<file path="src/rtl/qgi_pkg.sv">
// qgi_pkg: shared codes and types of the quadrilinear grid interpolator
// no dependencies; used by the channel interfaces, the mac unit and the core
`default_nettype none

package qgi_pkg;

  // operation codes of an input item
  localparam logic OP_WRITE  = 1'b0;
  localparam logic OP_INTERP = 1'b1;

  // result status codes
  typedef enum logic [1:0] {
    STATUS_INTERP_DONE = 2'd0,
    STATUS_WRITE_DONE  = 2'd1,
    STATUS_RANGE_ERR   = 2'd2
  } status_t;

  localparam int NUM_AXES    = 4;
  localparam int NUM_CORNERS = 16;
  localparam int PAIR_SLOTS  = 4;

  // what a product in flight through the shared multiplier is for
  typedef enum logic [1:0] {
    MK_PAIR_IJ  = 2'd0,
    MK_PAIR_KT  = 2'd1,
    MK_CORNER_W = 2'd2,
    MK_MAC      = 2'd3
  } mul_kind_t;

  typedef logic [3:0] corner_idx_t;

  typedef struct packed {
    logic        valid;
    mul_kind_t   kind;
    corner_idx_t idx;
  } mul_tag_t;

endpackage

`default_nettype wire

</file>
<file path="src/rtl/qgi_mac_unit.sv">
// qgi_mac_unit: shared signed multiplier with a tag pipeline and the accumulator
// depends on qgi_pkg for the product tag
`default_nettype none

module qgi_mac_unit #(
  parameter int AW  = 32,
  parameter int BW  = 18,
  parameter int ACW = 53
) (
  input  wire logic                    clk,
  input  wire logic                    rst_n,
  input  wire qgi_pkg::mul_tag_t       req,
  input  wire logic signed [AW-1:0]    op_a,
  input  wire logic signed [BW-1:0]    op_b,
  input  wire logic                    acc_clr,
  output      logic signed [AW+BW-1:0] prod_r,
  output      qgi_pkg::mul_tag_t       tag_r,
  output      logic signed [ACW-1:0]   acc_r
);
  import qgi_pkg::*;

  logic signed [ACW-1:0] acc_nxt;

  always_comb begin
    acc_nxt = acc_r;
    if (acc_clr) begin
      acc_nxt = '0;
    end else if (tag_r.valid && tag_r.kind == MK_MAC) begin
      acc_nxt = acc_r + ACW'(prod_r);
    end
  end

  always_ff @(posedge clk) begin
    prod_r <= op_a * op_b;
    acc_r  <= acc_nxt;
    if (!rst_n) begin
      tag_r <= '0;
    end else begin
      tag_r <= req;
    end
  end

endmodule

`default_nettype wire

</file>
<file path="config.mk">
export PLATFORM = sky130hd
export DESIGN_NAME = qgi_mac_unit
export DESIGN_NICKNAME = d
export VERILOG_FILES = /design/src/rtl/qgi_pkg.sv /design/src/rtl/qgi_mac_unit.sv
export SDC_FILE = /design/constraint.sdc
export NUM_CORES = 2
export LEC_CHECK = 0
export ABC_AREA = 1
export BUFFER_PORTS_ARGS = -buffer_cell sky130_fd_sc_hd__buf_2
export CAP_MARGIN = 20
export CORE_MARGIN = 2
export CORE_UTILIZATION = 58
export DETAILED_ROUTE_END_ITERATION = 8
export GPL_ROUTABILITY_DRIVEN = 0
export PLACE_DENSITY_LB_ADDON = 0.08
export SLEW_MARGIN = 20
export SYNTH_ARGS = -nofsm -noshare
export SYNTH_HDL_FRONTEND = slang
export SYNTH_SLANG_ARGS = --single-unit
</file>
<file path="constraint.sdc">
create_clock -name clk -period 8.3 [get_ports clk]
set_input_delay 2.49 -clock clk [delete_from_list [all_inputs] [get_ports clk]]
set_output_delay 2.49 -clock clk [all_outputs]
set_load 0.01 [all_outputs]
</file>
; Yosys cells after proc, flatten, opt, wreduce, memory -nomap -nowiden
; Cells that the tools add are included.
; W data, S select, Z words.
[word_totals]
register_bits = 110
input_bits = 60
elab_cells = 9
out_inout_bits = 110
[op_classes]
eq_ne = 1
n_addsub = 1
n_mul = 1
n_reduce_logical = 1
[ops]
columns = operator, count
row1 = $add A53 B50 Y53, 1
row2 = $mul A32 B18 Y50, 1
row3 = $eq A2 B2 Y1 const B, 1
row4 = $logic_and A1 B1 Y1, 1

; Longest topological paths before layout
[logic_depth]
ltp_word = 2
mapped_depth = 28
depth_no_buf = 27

; Least setup slack after synthesis
; Ideal clock, no wire load.
[synth_path]
kind = input port to flip-flop
startpoint = input op_a[31]
endpoint = register prod_r[48]
stages = 20
n_path_buf = 2
required_time_ps = 8228
arrival_time_ps = 7847
setup_time_ps = 72
slack_ps = 381
path_cell_list = clkbuf_1 > clkbuf_1 > nand2_1 > fa_1 > inv_1 > fa_1 > inv_1 > fa_1 > fa_1 > fa_1 > fa_1 > inv_1 > ha_1 > nand2_1 > nor2_1 > inv_1 > nor4_1 > nand4_1 > nand3_1 > xor2_1
[synth_via]
elab_chain_cells = 1
[synth_rtl]
columns = item, line
row1 = "start, declared", qgi_mac_unit.sv:13  ; input wire logic signed [AW-1:0] op_a,
row2 = $mul A32 B18 Y50, qgi_mac_unit.sv:34  ; prod_r <= op_a * op_b;
row3 = "end signal, assigned", qgi_mac_unit.sv:34
row4 = "end, declared", qgi_mac_unit.sv:16  ; output logic signed [AW+BW-1:0] prod_r,
; No other way between the ends.
; A chain may end at the register's enable or synchronous reset.

; Worst setup path after layout
[layout_path]
startpoint = input op_b[3]
endpoint = register prod_r[31]
[layout_via]
elab_chain_cells = 1
[layout_rtl]
columns = item, line
row1 = "start, declared", qgi_mac_unit.sv:14  ; input wire logic signed [BW-1:0] op_b,
row2 = $mul A32 B18 Y50, qgi_mac_unit.sv:34
; No other way between the ends.

==> reports/qor.csv <==
metric;value;unit
worst-setup-path-type;input port to flip-flop;
slew-limit-headroom;49.23;%
crit_arrival;8.30;ns
setup_viol;0;
hold_depth;2;
critPathMaxFanout;23;
multi_input_area;21310;um2
final_nets;4773;
fillers;4517;
drt-wirelength-per-cell;17.10;um
ant_nets;0;
regArea;2202;um2
n_antenna_cell;0;
maxCapViolCount;0;
vias;24060;
drt-initial-drc-count;2125;
numPortBuffers;169;
synth_nets;4651;
cts_max_path_buffers;2;
synth_area_leader_cell;fa_1;
initial_core_util;58.83;%
worst_pin_slew;0.7616;ns
num_io_pins;170;
synth_edf_count;0;
finClkSkew;0.01386;ns
antenna_found_initial;0;
grt_pass1_wl;128.1;mm
dpl.hpwl;67.16;mm
fp.dieArea;50310;um2
syn_inst;3864;
ys_types;40;
synth_ff_type;dfxtp_1;
rsz0062_at_grt;false;
cts_buffers;9;
fp.dieH;224.3;um
drc;0;
status;completed;
grt_max_degree;63;
yosysMostFrequentCell;inv_1;
dp.cells;4590;
cts.sinks;110;
rows;80;
syn_area;28150;um2
layout-drive-gt1-share;7.417;%
die_x;224.3;um
ys_warn_count;0;
vias_per_cell;5.223;
critPathRequiredTime;8.56;ns
clockRootBuffer;clkbuf_16;
async_flop_share;0;%
stdcell_count;4606;
max_freq;124.4;MHz
first_pass_iters;6;
ff2ff_path_depth;17;
hold_violations;0;
synth.avg_cell_area;7.285;um2
post_cts_buffers;0;
grt_pass1_vias;24400;
yosys-top-cells-count;1100 x inv_1, 1015 x nand2_1, 554 x fa_1;
ys_ff_latch;110;
wirelength;78.76;mm
h-tree-depth;3;
core;47850;um2
cts_tree;built;
fin_crit_sh;96.85;%
synthTopCellsByArea;fa_1 39%, inv_1 15%, nand2_1 14%, dfxtp_1 7.8%, ha_1 7.7%;
cts.clk_slew.worst_paths;0.08;ns
grt_usage;32.50;%
overflow;0;
clk-insertion-delay-late;0.37;ns
fin_crit;8.038;ns
maxSlewViolCount;0;
start_kind;input port;
crit_path_end_kind;flip-flop;
area_delta_synth_final;7.365;%
worstHoldPathType;flip-flop to flip-flop;
yosys.area.top_type_share;39.40;%
yosysSeqAreaShare;7.823;%
[sequential cells by signal, indices dropped and copies added, names as in the netlist]
signal  count
acc_r      53
prod_r     50
tag_r       7
[per-stage QoR]
| stage | area [um2] | setup slack [ns] | setup TNS [ns] | hold slack (ns) | util, % |
|---|---|---|---|---|---|
| after floorplan | 28150 | 0.3809 | 0 | 0.4996 | - |
| after global placement | 29910 | -0.1712 | -0.3925 | 0.4714 | 62.52 |
| after detailed placement | 29910 | -0.1789 | -0.3060 | 0.4735 | 62.52 |
| after CTS | 30220 | 0.1737 | 0 | 0.4850 | 63.15 |
| after global routing | 30220 | 0.01240 | 0 | 0.5049 | 63.17 |
| final | 30220 | 0.2617 | 0 | 0.4853 | 63.17 |
[path summary, 6_finish.rpt]
path	startpoint	end	slack, ns
worst max-delay path	op_b[3]	prod_r[31]$_DFF_P_	0.26
worst min-delay path	acc_r[0]$_SDFFE_PP0P_	acc_r[0]$_SDFFE_PP0P_	0.49
worst max register to register	prod_r[0]$_DFF_P_	acc_r[40]$_SDFFE_PP0P_	5.64
worst min register to register	acc_r[0]$_SDFFE_PP0P_	acc_r[0]$_SDFFE_PP0P_	0.49
[area by class of cell]
cell class	count	share of cell area (%)
Multi-Input combinational cell	2519	70.50
Inverter	1102	13.69
Sequential cell	110	7.286
Timing Repair Buffer	244	4.976
Tap cell	615	2.546
Clock buffer	11	0.8363
Clock inverter	5	0.1656
[repair_timing]
action | in CTS | in global routing
gates resized for setup | 0 | 3
setup endpoints to repair | 0 | 2
hold buffers | 0 | 0
[layout by cell type (no fill, tap or decap), types with 4 or more instances in the layout]
cell | Yosys | layout
nand2_1 | 1015 | 1015
buf_2 | 3 | 166
nand4_1 | 23 | 23
o21ai_0 | 94 | 94
nor2_2 | 5 | 5
xor2_1 | 47 | 47
or2_2 | 6 | 6
o21bai_1 | 48 | 48
nand3_2 | 6 | 6
nand2_2 | 8 | 8
a31oi_1 | 12 | 12
nand3_1 | 94 | 94
buf_12 | 0 | 7
fa_1 | 554 | 554
nor3_1 | 15 | 15
xnor2_1 | 24 | 24
buf_4 | 0 | 68
o21ai_1 | 5 | 5
clkbuf_16 | 0 | 9
nor2_1 | 219 | 219
o21a_1 | 19 | 19
inv_1 | 1100 | 1100
dfxtp_1 | 110 | 110
a21o_1 | 9 | 9
a21oi_1 | 118 | 118
a21oi_2 | 4 | 4
ha_1 | 173 | 173
[layer usage]
layer / up-vias / wire, um / global-route usage (%)
li1: 11350 / - / -
met1: 11530 / 32880 / 44.25
met2: 1020 / 37290 / 54.71
met3: 155 / 5847 / 3.632
met4: 0 / 2738 / 10.47
met5: - / 0 / 0
[worst max-delay path, stage by stage]
cell	delay [ns]
clkbuf_4	0.33
buf_4	0.26
nand2_1	0.09
fa_1	0.52
fa_1	0.47
fa_1	0.54
fa_1	0.55
inv_1	0.05
fa_1	0.48
inv_1	0.05
fa_1	0.50
inv_1	0.05
ha_1	0.35
nand2_1	0.18
nor2_1	0.30
nand2_1	0.15
nor3_2	0.19
nand2_1	0.09
nand3_1	0.17
nand2_1	0.07
nand2_1	0.09
xor2_1	0.28
[kinds of logic after synthesis]
kind of cell               synth area share, %
DFF                                      7.823
xor gates and xnor gates                 2.209
adders and majority gates                47.09
and+or+nand+nor                          19.84
AOI/OAI and AO/OA                        6.561
buffers and inverters                    16.48
Power is not shown: default switching activity piles up to over one toggle a cycle in this logic, so the estimate is an artifact.
